--- config.mk ---
export PLATFORM = sky130hd
export DESIGN_NAME = eye_dirty_rect_planner_unit_flat
export DESIGN_NICKNAME = d
export VERILOG_FILES = /design/src/hdl/eyedr_pkg.sv /design/src/hdl/eyedr_geom_if.sv /design/src/hdl/eyedr_plan_if.sv /design/src/hdl/eyedr_box_clip.sv /design/src/hdl/eyedr_merge.sv /design/src/hdl/eye_dirty_rect_planner_unit.sv /design/src/flat_wrapper.sv
export SDC_FILE = /design/constraint.sdc
export NUM_CORES = 1
export LEC_CHECK = 0
export ABC_CLOCK_PERIOD_IN_PS = 15500
export BUFFER_PORTS_ARGS = -buffer_cell sky130_fd_sc_hd__buf_4
export CORE_ASPECT_RATIO = 1.4
export CORE_MARGIN = 2
export CORE_UTILIZATION = 45
export DETAILED_ROUTE_END_ITERATION = 6
export HOLD_SLACK_MARGIN = 0.1
export MAX_ROUTING_LAYER = met4
export PLACE_DENSITY = 0.74
export SLEW_MARGIN = 20
export SYNTH_ARGS = -nofsm -noshare
export SYNTH_HDL_FRONTEND = slang
export SYNTH_HIERARCHICAL = 1
export SYNTH_SLANG_ARGS = --single-unit
export TNS_END_PERCENT = 5
--- constraint.sdc ---
create_clock -name clk -period 15.5 [get_ports clk]
set_input_delay 2.325 -clock clk [delete_from_list [all_inputs] [get_ports clk]]
set_output_delay 2.325 -clock clk [all_outputs]
set_load 0.05 [all_outputs]
--- src/hdl/eyedr_pkg.sv ---
`default_nettype none
package eyedr_pkg;

    // Fixed field widths
    localparam int SCREEN_BITS = 11;
    localparam int EYE_BITS    = 9;
    localparam int POS_BITS    = 10;
    localparam int SIZE_BITS   = 11;

    // Padding added to each eye box
    localparam logic [POS_BITS-1:0] BOX_PAD = 10'd10;

    // Configuration register indexes
    localparam logic CFG_SCREEN_WIDTH  = 1'b0;
    localparam logic CFG_SCREEN_HEIGHT = 1'b1;

    // Display size after reset
    localparam logic [SCREEN_BITS-1:0] SCREEN_WIDTH_RST  = 11'd320;
    localparam logic [SCREEN_BITS-1:0] SCREEN_HEIGHT_RST = 11'd240;

    // Clipped union box of one eye; corners are exact whenever valid is set
    typedef struct packed {
        logic                   valid;
        logic                   clipped;
        logic [SCREEN_BITS-1:0] x0;
        logic [SCREEN_BITS-1:0] y0;
        logic [SCREEN_BITS-1:0] x1;
        logic [SCREEN_BITS-1:0] y1;
    } rect_t;

    // One result beat
    typedef struct packed {
        logic                 no_previous;
        logic                 main_valid;
        logic                 main_clipped;
        logic [POS_BITS-1:0]  main_x;
        logic [POS_BITS-1:0]  main_y;
        logic [SIZE_BITS-1:0] main_w;
        logic [SIZE_BITS-1:0] main_h;
        logic                 second_valid;
        logic [POS_BITS-1:0]  second_x;
        logic [POS_BITS-1:0]  second_y;
        logic [SIZE_BITS-1:0] second_w;
        logic [SIZE_BITS-1:0] second_h;
    } plan_t;

endpackage
`default_nettype wire

--- src/hdl/eyedr_geom_if.sv ---
`default_nettype none
interface eyedr_geom_if
#(
    parameter int COORD_BITS = 10
);
    logic                  valid;
    logic                  ready;
    logic [COORD_BITS-1:0] left_center_x;
    logic [COORD_BITS-1:0] left_center_y;
    logic [COORD_BITS-1:0] right_center_x;
    logic [COORD_BITS-1:0] right_center_y;
    logic [8:0]            eye_width;
    logic [8:0]            eye_height;

    modport source
    (
        output valid, left_center_x, left_center_y, right_center_x, right_center_y,
               eye_width, eye_height,
        input  ready
    );

    modport sink
    (
        input  valid, left_center_x, left_center_y, right_center_x, right_center_y,
               eye_width, eye_height,
        output ready
    );
endinterface
`default_nettype wire

--- src/hdl/eyedr_plan_if.sv ---
`default_nettype none
interface eyedr_plan_if;
    logic        valid;
    logic        ready;
    logic        no_previous;
    logic        main_valid;
    logic        main_clipped;
    logic [9:0]  main_x;
    logic [9:0]  main_y;
    logic [10:0] main_w;
    logic [10:0] main_h;
    logic        second_valid;
    logic [9:0]  second_x;
    logic [9:0]  second_y;
    logic [10:0] second_w;
    logic [10:0] second_h;

    modport source
    (
        output valid, no_previous, main_valid, main_clipped, main_x, main_y, main_w,
               main_h, second_valid, second_x, second_y, second_w, second_h,
        input  ready
    );

    modport sink
    (
        input  valid, no_previous, main_valid, main_clipped, main_x, main_y, main_w,
               main_h, second_valid, second_x, second_y, second_w, second_h,
        output ready
    );
endinterface
`default_nettype wire

--- src/hdl/eyedr_box_clip.sv ---
`default_nettype none
module eyedr_box_clip
#(
    parameter int COORD_BITS = 10
)
(
    input  wire logic [COORD_BITS-1:0]            old_cx,
    input  wire logic [COORD_BITS-1:0]            old_cy,
    input  wire logic [eyedr_pkg::EYE_BITS-1:0]   old_ew,
    input  wire logic [eyedr_pkg::EYE_BITS-1:0]   old_eh,
    input  wire logic [COORD_BITS-1:0]            new_cx,
    input  wire logic [COORD_BITS-1:0]            new_cy,
    input  wire logic [eyedr_pkg::EYE_BITS-1:0]   new_ew,
    input  wire logic [eyedr_pkg::EYE_BITS-1:0]   new_eh,
    input  wire logic [eyedr_pkg::SCREEN_BITS-1:0] scr_w,
    input  wire logic [eyedr_pkg::SCREEN_BITS-1:0] scr_h,
    output eyedr_pkg::rect_t                      rect
);
    import eyedr_pkg::*;

    // Signed width that holds every padded edge without wrapping
    localparam int SW = ((COORD_BITS > SCREEN_BITS) ? COORD_BITS : SCREEN_BITS) + 2;

    logic [POS_BITS-1:0]  bw_old;
    logic [POS_BITS-1:0]  bh_old;
    logic [POS_BITS-1:0]  bw_new;
    logic [POS_BITS-1:0]  bh_new;
    logic signed [SW-1:0] ox0, oy0, ox1, oy1;
    logic signed [SW-1:0] nx0, ny0, nx1, ny1;
    logic signed [SW-1:0] ux0, uy0, ux1, uy1;
    logic signed [SW-1:0] cx0, cy0, cx1, cy1;
    logic signed [SW-1:0] sw_s, sh_s;

    // Padded box sizes
    assign bw_old = {1'b0, old_ew} + BOX_PAD;
    assign bh_old = {1'b0, old_eh} + BOX_PAD;
    assign bw_new = {1'b0, new_ew} + BOX_PAD;
    assign bh_new = {1'b0, new_eh} + BOX_PAD;

    // Box corners, centered by half the padded size
    assign ox0 = SW'(old_cx) - SW'(bw_old[POS_BITS-1:1]);
    assign oy0 = SW'(old_cy) - SW'(bh_old[POS_BITS-1:1]);
    assign ox1 = ox0 + SW'(bw_old);
    assign oy1 = oy0 + SW'(bh_old);
    assign nx0 = SW'(new_cx) - SW'(bw_new[POS_BITS-1:1]);
    assign ny0 = SW'(new_cy) - SW'(bh_new[POS_BITS-1:1]);
    assign nx1 = nx0 + SW'(bw_new);
    assign ny1 = ny0 + SW'(bh_new);

    // Bounding union of old and new boxes
    assign ux0 = (ox0 < nx0) ? ox0 : nx0;
    assign uy0 = (oy0 < ny0) ? oy0 : ny0;
    assign ux1 = (ox1 > nx1) ? ox1 : nx1;
    assign uy1 = (oy1 > ny1) ? oy1 : ny1;

    // Clip to the display
    assign sw_s = SW'(scr_w);
    assign sh_s = SW'(scr_h);
    assign cx0  = ux0[SW-1] ? '0 : ux0;
    assign cy0  = uy0[SW-1] ? '0 : uy0;
    assign cx1  = (ux1 > sw_s) ? sw_s : ux1;
    assign cy1  = (uy1 > sh_s) ? sh_s : uy1;

    assign rect.clipped = ux0[SW-1] || uy0[SW-1] || (ux1 > sw_s) || (uy1 > sh_s);
    assign rect.valid   = (cx1 > cx0) && (cy1 > cy0);
    assign rect.x0      = cx0[SCREEN_BITS-1:0];
    assign rect.y0      = cy0[SCREEN_BITS-1:0];
    assign rect.x1      = cx1[SCREEN_BITS-1:0];
    assign rect.y1      = cy1[SCREEN_BITS-1:0];

endmodule
`default_nettype wire

--- src/hdl/eyedr_merge.sv ---
`default_nettype none
module eyedr_merge
(
    input  wire logic             first,
    input  wire eyedr_pkg::rect_t left,
    input  wire eyedr_pkg::rect_t right,
    output eyedr_pkg::plan_t      plan
);
    import eyedr_pkg::*;

    logic                   touch;
    logic [SCREEN_BITS-1:0] mx0, my0, mx1, my1;
    logic [SCREEN_BITS-1:0] lw, lh, rw, rh;

    // Overlap or shared edge between two valid boxes
    assign touch = left.valid && right.valid &&
                   !((left.x1 < right.x0) || (right.x1 < left.x0) ||
                     (left.y1 < right.y0) || (right.y1 < left.y0));

    // Merged bounds
    assign mx0 = (left.x0 < right.x0) ? left.x0 : right.x0;
    assign my0 = (left.y0 < right.y0) ? left.y0 : right.y0;
    assign mx1 = (left.x1 > right.x1) ? left.x1 : right.x1;
    assign my1 = (left.y1 > right.y1) ? left.y1 : right.y1;

    // Per-eye sizes, zero when invalid
    assign lw = left.valid  ? (left.x1 - left.x0)   : '0;
    assign lh = left.valid  ? (left.y1 - left.y0)   : '0;
    assign rw = right.valid ? (right.x1 - right.x0) : '0;
    assign rh = right.valid ? (right.y1 - right.y0) : '0;

    // Pick merged or separate output
    always_comb
    begin
        plan.no_previous = first;
        if (touch)
        begin
            plan.main_valid   = 1'b1;
            plan.main_clipped = left.clipped || right.clipped;
            plan.main_x       = mx0[POS_BITS-1:0];
            plan.main_y       = my0[POS_BITS-1:0];
            plan.main_w       = mx1 - mx0;
            plan.main_h       = my1 - my0;
            plan.second_valid = 1'b0;
            plan.second_x     = '0;
            plan.second_y     = '0;
            plan.second_w     = '0;
            plan.second_h     = '0;
        end
        else
        begin
            plan.main_valid   = left.valid;
            plan.main_clipped = left.clipped;
            plan.main_x       = left.x0[POS_BITS-1:0];
            plan.main_y       = left.y0[POS_BITS-1:0];
            plan.main_w       = lw;
            plan.main_h       = lh;
            plan.second_valid = right.valid;
            plan.second_x     = right.x0[POS_BITS-1:0];
            plan.second_y     = right.y0[POS_BITS-1:0];
            plan.second_w     = rw;
            plan.second_h     = rh;
        end
    end

endmodule
`default_nettype wire

--- src/hdl/eye_dirty_rect_planner_unit.sv ---
// Channel   Dir  Beat
// geom      in   two eye centers and the shared eye size of one frame
// plan      out  primary and secondary dirty rectangles for that frame
// cfg       in   screen_width / screen_height writes
//
// One beat per cycle sustained while plan is ready; a taken beat goes through the input and result registers to plan.
// Input register -> box/union/clip per eye -> merge -> result register.
// Reset clears the previous-frame flag and restores a 320 x 240 display.
// A stall on plan holds the result register, then the input register, then geom.ready.
`default_nettype none
module eye_dirty_rect_planner_unit
#(
    parameter int COORD_BITS = 10
)
(
    input  wire logic                               clk,
    input  wire logic                               rst_n,
    eyedr_geom_if.sink                              geom,
    eyedr_plan_if.source                            plan,
    input  wire logic                               cfg_we,
    input  wire logic                               cfg_index,
    input  wire logic [eyedr_pkg::SCREEN_BITS-1:0]  cfg_data
);
    import eyedr_pkg::*;

    logic [SCREEN_BITS-1:0] scr_w_reg;
    logic [SCREEN_BITS-1:0] scr_h_reg;

    logic                  have_prev_reg;
    logic [COORD_BITS-1:0] old_lx_reg, old_ly_reg, old_rx_reg, old_ry_reg;
    logic [EYE_BITS-1:0]   old_ew_reg, old_eh_reg;

    logic                  s1_valid_reg;
    logic                  s1_first_reg;
    logic [COORD_BITS-1:0] s1_lx_reg, s1_ly_reg, s1_rx_reg, s1_ry_reg;
    logic [EYE_BITS-1:0]   s1_ew_reg, s1_eh_reg;
    logic [COORD_BITS-1:0] s1_olx_reg, s1_oly_reg, s1_orx_reg, s1_ory_reg;
    logic [EYE_BITS-1:0]   s1_oew_reg, s1_oeh_reg;

    logic  out_valid_reg;
    plan_t res_reg;
    plan_t res_next;

    rect_t left_box;
    rect_t right_box;
    logic  accept;
    logic  s2_load;

    // Handshake
    assign s2_load    = s1_valid_reg && (!out_valid_reg || plan.ready);
    assign geom.ready = !s1_valid_reg || s2_load;
    assign accept     = geom.valid && geom.ready;

    // Configuration writes
    always_ff @(posedge clk or negedge rst_n)
    begin
        if (!rst_n)
        begin
            scr_w_reg <= SCREEN_WIDTH_RST;
            scr_h_reg <= SCREEN_HEIGHT_RST;
        end
        else if (cfg_we)
        begin
            unique case (cfg_index)
                CFG_SCREEN_WIDTH:  scr_w_reg <= cfg_data;
                CFG_SCREEN_HEIGHT: scr_h_reg <= cfg_data;
                default:           scr_w_reg <= scr_w_reg;
            endcase
        end
    end

    // Track whether a previous frame exists
    always_ff @(posedge clk or negedge rst_n)
    begin
        if (!rst_n)
        begin
            have_prev_reg <= 1'b0;
        end
        else if (accept)
        begin
            have_prev_reg <= 1'b1;
        end
    end

    // Remember this frame's geometry for the next one
    always_ff @(posedge clk)
    begin
        if (accept)
        begin
            old_lx_reg <= geom.left_center_x;
            old_ly_reg <= geom.left_center_y;
            old_rx_reg <= geom.right_center_x;
            old_ry_reg <= geom.right_center_y;
            old_ew_reg <= geom.eye_width;
            old_eh_reg <= geom.eye_height;
        end
    end

    // Input register valid
    always_ff @(posedge clk or negedge rst_n)
    begin
        if (!rst_n)
        begin
            s1_valid_reg <= 1'b0;
        end
        else if (geom.ready)
        begin
            s1_valid_reg <= geom.valid;
        end
    end

    // Capture the beat with its previous frame; the first frame is its own previous
    always_ff @(posedge clk)
    begin
        if (accept)
        begin
            s1_first_reg <= !have_prev_reg;
            s1_lx_reg    <= geom.left_center_x;
            s1_ly_reg    <= geom.left_center_y;
            s1_rx_reg    <= geom.right_center_x;
            s1_ry_reg    <= geom.right_center_y;
            s1_ew_reg    <= geom.eye_width;
            s1_eh_reg    <= geom.eye_height;
            s1_olx_reg   <= have_prev_reg ? old_lx_reg : geom.left_center_x;
            s1_oly_reg   <= have_prev_reg ? old_ly_reg : geom.left_center_y;
            s1_orx_reg   <= have_prev_reg ? old_rx_reg : geom.right_center_x;
            s1_ory_reg   <= have_prev_reg ? old_ry_reg : geom.right_center_y;
            s1_oew_reg   <= have_prev_reg ? old_ew_reg : geom.eye_width;
            s1_oeh_reg   <= have_prev_reg ? old_eh_reg : geom.eye_height;
        end
    end

    // Per-eye union and clip
    eyedr_box_clip #(.COORD_BITS(COORD_BITS)) u_left
    (
        .old_cx (s1_olx_reg),
        .old_cy (s1_oly_reg),
        .old_ew (s1_oew_reg),
        .old_eh (s1_oeh_reg),
        .new_cx (s1_lx_reg),
        .new_cy (s1_ly_reg),
        .new_ew (s1_ew_reg),
        .new_eh (s1_eh_reg),
        .scr_w  (scr_w_reg),
        .scr_h  (scr_h_reg),
        .rect   (left_box)
    );

    eyedr_box_clip #(.COORD_BITS(COORD_BITS)) u_right
    (
        .old_cx (s1_orx_reg),
        .old_cy (s1_ory_reg),
        .old_ew (s1_oew_reg),
        .old_eh (s1_oeh_reg),
        .new_cx (s1_rx_reg),
        .new_cy (s1_ry_reg),
        .new_ew (s1_ew_reg),
        .new_eh (s1_eh_reg),
        .scr_w  (scr_w_reg),
        .scr_h  (scr_h_reg),
        .rect   (right_box)
    );

    // Merge or keep apart
    eyedr_merge u_merge
    (
        .first (s1_first_reg),
        .left  (left_box),
        .right (right_box),
        .plan  (res_next)
    );

    // Result register valid
    always_ff @(posedge clk or negedge rst_n)
    begin
        if (!rst_n)
        begin
            out_valid_reg <= 1'b0;
        end
        else if (!out_valid_reg || plan.ready)
        begin
            out_valid_reg <= s1_valid_reg;
        end
    end

    // Result register payload
    always_ff @(posedge clk)
    begin
        if (s2_load)
        begin
            res_reg <= res_next;
        end
    end

    // Drive the result beat
    assign plan.valid        = out_valid_reg;
    assign plan.no_previous  = res_reg.no_previous;
    assign plan.main_valid   = res_reg.main_valid;
    assign plan.main_clipped = res_reg.main_clipped;
    assign plan.main_x       = res_reg.main_x;
    assign plan.main_y       = res_reg.main_y;
    assign plan.main_w       = res_reg.main_w;
    assign plan.main_h       = res_reg.main_h;
    assign plan.second_valid = res_reg.second_valid;
    assign plan.second_x     = res_reg.second_x;
    assign plan.second_y     = res_reg.second_y;
    assign plan.second_w     = res_reg.second_w;
    assign plan.second_h     = res_reg.second_h;

endmodule
`default_nettype wire

--- src/flat_wrapper.sv ---
// flat-port wrapper written by rule: the top's interface ports become plain ports
module eye_dirty_rect_planner_unit_flat import eyedr_pkg::*;
#(
    parameter int COORD_BITS = 10
)
  (clk, rst_n, cfg_we, cfg_index, cfg_data, geom_valid, geom_left_center_x, geom_left_center_y, geom_right_center_x, geom_right_center_y, geom_eye_width, geom_eye_height, geom_ready, plan_valid, plan_no_previous, plan_main_valid, plan_main_clipped, plan_main_x, plan_main_y, plan_main_w, plan_main_h, plan_second_valid, plan_second_x, plan_second_y, plan_second_w, plan_second_h, plan_ready);
  eyedr_geom_if #(.COORD_BITS(COORD_BITS)) geom_i ();
  eyedr_plan_if plan_i ();
  input  wire logic clk;
  input  wire logic rst_n;
  input  wire logic cfg_we;
  input  wire logic cfg_index;
  input  wire logic [eyedr_pkg::SCREEN_BITS-1:0] cfg_data;
  input wire logic [$bits(geom_i.valid)-1:0] geom_valid;
  input wire logic [$bits(geom_i.left_center_x)-1:0] geom_left_center_x;
  input wire logic [$bits(geom_i.left_center_y)-1:0] geom_left_center_y;
  input wire logic [$bits(geom_i.right_center_x)-1:0] geom_right_center_x;
  input wire logic [$bits(geom_i.right_center_y)-1:0] geom_right_center_y;
  input wire logic [$bits(geom_i.eye_width)-1:0] geom_eye_width;
  input wire logic [$bits(geom_i.eye_height)-1:0] geom_eye_height;
  output wire logic [$bits(geom_i.ready)-1:0] geom_ready;
  output wire logic [$bits(plan_i.valid)-1:0] plan_valid;
  output wire logic [$bits(plan_i.no_previous)-1:0] plan_no_previous;
  output wire logic [$bits(plan_i.main_valid)-1:0] plan_main_valid;
  output wire logic [$bits(plan_i.main_clipped)-1:0] plan_main_clipped;
  output wire logic [$bits(plan_i.main_x)-1:0] plan_main_x;
  output wire logic [$bits(plan_i.main_y)-1:0] plan_main_y;
  output wire logic [$bits(plan_i.main_w)-1:0] plan_main_w;
  output wire logic [$bits(plan_i.main_h)-1:0] plan_main_h;
  output wire logic [$bits(plan_i.second_valid)-1:0] plan_second_valid;
  output wire logic [$bits(plan_i.second_x)-1:0] plan_second_x;
  output wire logic [$bits(plan_i.second_y)-1:0] plan_second_y;
  output wire logic [$bits(plan_i.second_w)-1:0] plan_second_w;
  output wire logic [$bits(plan_i.second_h)-1:0] plan_second_h;
  input wire logic [$bits(plan_i.ready)-1:0] plan_ready;
  assign geom_i.valid = geom_valid;
  assign geom_i.left_center_x = geom_left_center_x;
  assign geom_i.left_center_y = geom_left_center_y;
  assign geom_i.right_center_x = geom_right_center_x;
  assign geom_i.right_center_y = geom_right_center_y;
  assign geom_i.eye_width = geom_eye_width;
  assign geom_i.eye_height = geom_eye_height;
  assign geom_ready = geom_i.ready;
  assign plan_valid = plan_i.valid;
  assign plan_no_previous = plan_i.no_previous;
  assign plan_main_valid = plan_i.main_valid;
  assign plan_main_clipped = plan_i.main_clipped;
  assign plan_main_x = plan_i.main_x;
  assign plan_main_y = plan_i.main_y;
  assign plan_main_w = plan_i.main_w;
  assign plan_main_h = plan_i.main_h;
  assign plan_second_valid = plan_i.second_valid;
  assign plan_second_x = plan_i.second_x;
  assign plan_second_y = plan_i.second_y;
  assign plan_second_w = plan_i.second_w;
  assign plan_second_h = plan_i.second_h;
  assign plan_i.ready = plan_ready;
  eye_dirty_rect_planner_unit #(.COORD_BITS(COORD_BITS)) u_core (.clk(clk), .rst_n(rst_n), .geom(geom_i), .plan(plan_i), .cfg_we(cfg_we), .cfg_index(cfg_index), .cfg_data(cfg_data));
endmodule
==> metrics.yaml <==
timing:
  final_setup_fails: 0
  clock_skew_ns: 0.0172
  post-route-worst-setup-slack_ns: 1.88
  fin_crit_ns: 13.62
  grt_setup_unrepaired: "no"
  final_max_slew_viols: 0
  transition_time_at_the_pin_with_the_least_slew_margin_ns: 1.06
  slew_headroom_pct: 29.6
  timing_hold_violations_final: 0
  finalSetupTns_ns: 0
  max_freq_mhz: 73.4
  finalCritPeriodShare_pct: 87.8
synthesis:
  yosysTopAreaCellShare_pct: 20.4
  post-synth-top-count-cell: "ha_1"
  synth-simple-area-share_pct: 14.9
  synthMuxAreaShare_pct: 6.37
  complex_gate_fraction_of_the_synthesized_area_pct: 21.7
  synth-seq-area-share_pct: 22.5
  postSynth.asyncResetShare_pct: 10.9
  netlist_area_um2: 30200
  netlist_instances: 3418
  number_of_enable_flip_flop_cells_after_synthesis: 205
  synth_seq_cells: 230
  synth.area.top_cells: "edfxtp_1 20%, ha_1 17%, xnor2_1 5.1%"
  yosys.area_share.xor_xnor_pct: 8.83
  synth_cell_types: 127
  synth_top_cells_by_count: "418 x ha_1, 305 x inv_1, 243 x nor2_1"
  synth_top_family_by_area: "compound AO/OA/AOI/OAI gates"
  synth.avg_cell_area_um2: 8.83
  ys_dominant_reg_cell: "edfxtp_1"
  synth_adder_area_share_pct: 19.9
  synth_top_area_cell: "edfxtp_1"
  synthesis.yosys.warnings: 6
global_route:
  use_met3_pct: 2.45
  largest_net_degree_at_the_start_of_global_routing: 80
  first_global_vias: 25700
  grt_remaining_overflow: 0
  globalRoute.busiestLayer: "met2"
  grt_use_met1_pct: 26.8
  initial_antenna_violation_count: 0
  grtUsageTotal_pct: 26.4
  global_route.usage.met2_pct: 48.9
  grt_first_pass_wirelength_um: 139000
clock_tree:
  clock_tree.buffer_depth: 3
  cts_tree: "done"
  clock-sinks: 230
  postCtsHoldBufs: 0
  cts-buffers-inserted: 28
  post_cts_resize_count: 0
  clock_transition_time_at_the_flip_flop_clock_pins_of_the_worst_setup_and_hold_paths_ns: 0.06
  cts_root_buf: "clkbuf_16"
  insertion_delay_ns: 0.60
  cts_setup_buffers: 0
  cts_max_level: 1
worst_setup_path:
  timing.critical_path.required_ns: 15.81
  cp-end-kind: "flop"
  critical_path.max_stage_delay_ns: 0.66
  critical_path_class: "flop to flop"
  critPathSlowestCell: "a41oi_2"
  crit_fanout: 20
  data_arrival_time_of_the_critical_path_ns: 13.93
  critPathLaunchType: "flop"
  critical_path.most_common_cell: "ha_1"
run:
  drv_cap: 0
status:
  status: "finished, final reports clean"
floorplanning:
  die_area_um2: 69200
  count_of_standard_cell_rows: 112
  starting_density_pct: 45.3
  placeableCoreArea_um2: 66600
  die_w_um: 223
  ioPinCount: 165
  floorplan.die.height_um: 310
finish:
  stdcell_count: 4399
  nNetsFinal: 4038
  antenna_cells: 0
  fillCellCount: 6271
  area_delta_synth_final_pct: 9.16
  drive_above_1_share_pct: 12.6
detailed_routing:
  wire_per_inst_um: 20.6
  final_antenna_net_count: 0
  detail_route.iter0.violations: 1512
  viasPerCell: 5.93
  first_pass_iters: 5
  drcViolationCount: 0
  routed_wl_um: 90700
  routed-via-count: 26100
placed_design:
  globalplace.congestion: 0.990
  placedCellCount: 4348
  io_buffer_count: 164
  place_worst_setup_slack_ns: 2.09
  place_hpwl_um: 74000
min_path:
  min_path_type: "flop to flop"
[layout by cell type (no fill, tap or decap), types with 15 or more instances in the layout]
cell type	Yosys	final
o22ai_1	15	15
o21ai_0	166	166
a21o_1	102	102
fa_1	22	22
ha_1	418	418
nand3_1	81	81
o31a_1	31	31
nor2b_1	47	47
nor3_1	49	48
nand3b_1	17	17
nor2_1	243	243
and3_1	20	20
o211ai_1	31	31
mux2_2	91	91
or2_2	16	16
xor2_1	93	93
or3_1	28	28
mux2i_1	54	54
nand2_1	211	211
a211oi_1	33	33
o21a_1	42	42
inv_1	305	305
nand4_1	45	45
o31ai_1	34	34
nand2b_1	58	58
o21ai_1	15	15
buf_4	11	177
xnor2_1	175	175
a21boi_0	15	15
edfxtp_1	205	205
a21oi_1	236	236
maj3_1	27	27
o211a_1	21	21
clkbuf_16	0	29
dfrtp_1	19	18
and2_1	36	34
[through the flow]
step                hold WS, ns  util, %  cell area, um^2
CTS                       0.451     49.5            32900
global placement          0.404     48.1            32000
global route              0.456     49.5            32900
detailed placement        0.436     48.1            32000
floorplan                 0.449        -            30200
finish                    0.446     49.5            32900
[layout make-up]
| cell class | count | area [um^2] | share of cell area [%] |
|---|---|---|---|
| clock inverters | 20 | 184 | 0.558 |
| multi-input cells | 2777 | 21700 | 65.8 |
| repair buffers | 177 | 1330 | 4.03 |
| well taps | 855 | 1070 | 3.25 |
| clock buffers | 31 | 733 | 2.23 |
| flip-flops and latches | 230 | 6790 | 20.6 |
| inverters | 309 | 1160 | 3.52 |
[critical path, delay by kind of cell (launching register included)]
kind	cells	cell delay [ns]
muxes	1	0.37
xor gates and xnor gates	2	0.47
and+or+nand+nor	12	2.33
DFF	1	0.51
adders and majority gates	7	2.16
buffers and inverters	6	0.76
AOI/OAI and AO/OA	27	6.76
[worst paths after layout]
path | slack, ns | endpoint | cells past startpoint | from
max | 1.88 | u_core/plan.main_h[9] | 55 | u_core/s1_eh_reg[1]
min | 0.45 | u_core/plan.no_previous | 0 | u_core/s1_first_reg
max reg2reg | 1.88 | u_core/plan.main_h[9] | 55 | u_core/s1_eh_reg[1]
min reg2reg | 0.45 | u_core/plan.no_previous | 0 | u_core/s1_first_reg
max in group asynchronous | 13.54 | u_core/scr_w_reg[6] | 1 | rst_n
min in group asynchronous | 1.64 | u_core/have_prev_reg | 1 | rst_n
[metal layers]
layer,vias to the layer above,wire length [um]
li1,12700,-
met1,12300,34200
met2,728,46700
met3,277,3570
met4,0,6280
met5,-,0
[logic make-up (layout without fill, tap and decap cells)]
family | after synthesis | in the layout
compound gates | 940 | 940
simple gates | 905 | 905
fa+ha+maj | 472 | 472
buf+inv | 413 | 537
xor+xnor | 284 | 284
flops | 230 | 230
mux | 172 | 172
other cells | 2 | 4
Power is not shown: default switching activity piles up to over one toggle a cycle in this logic, so the estimate is an artifact.
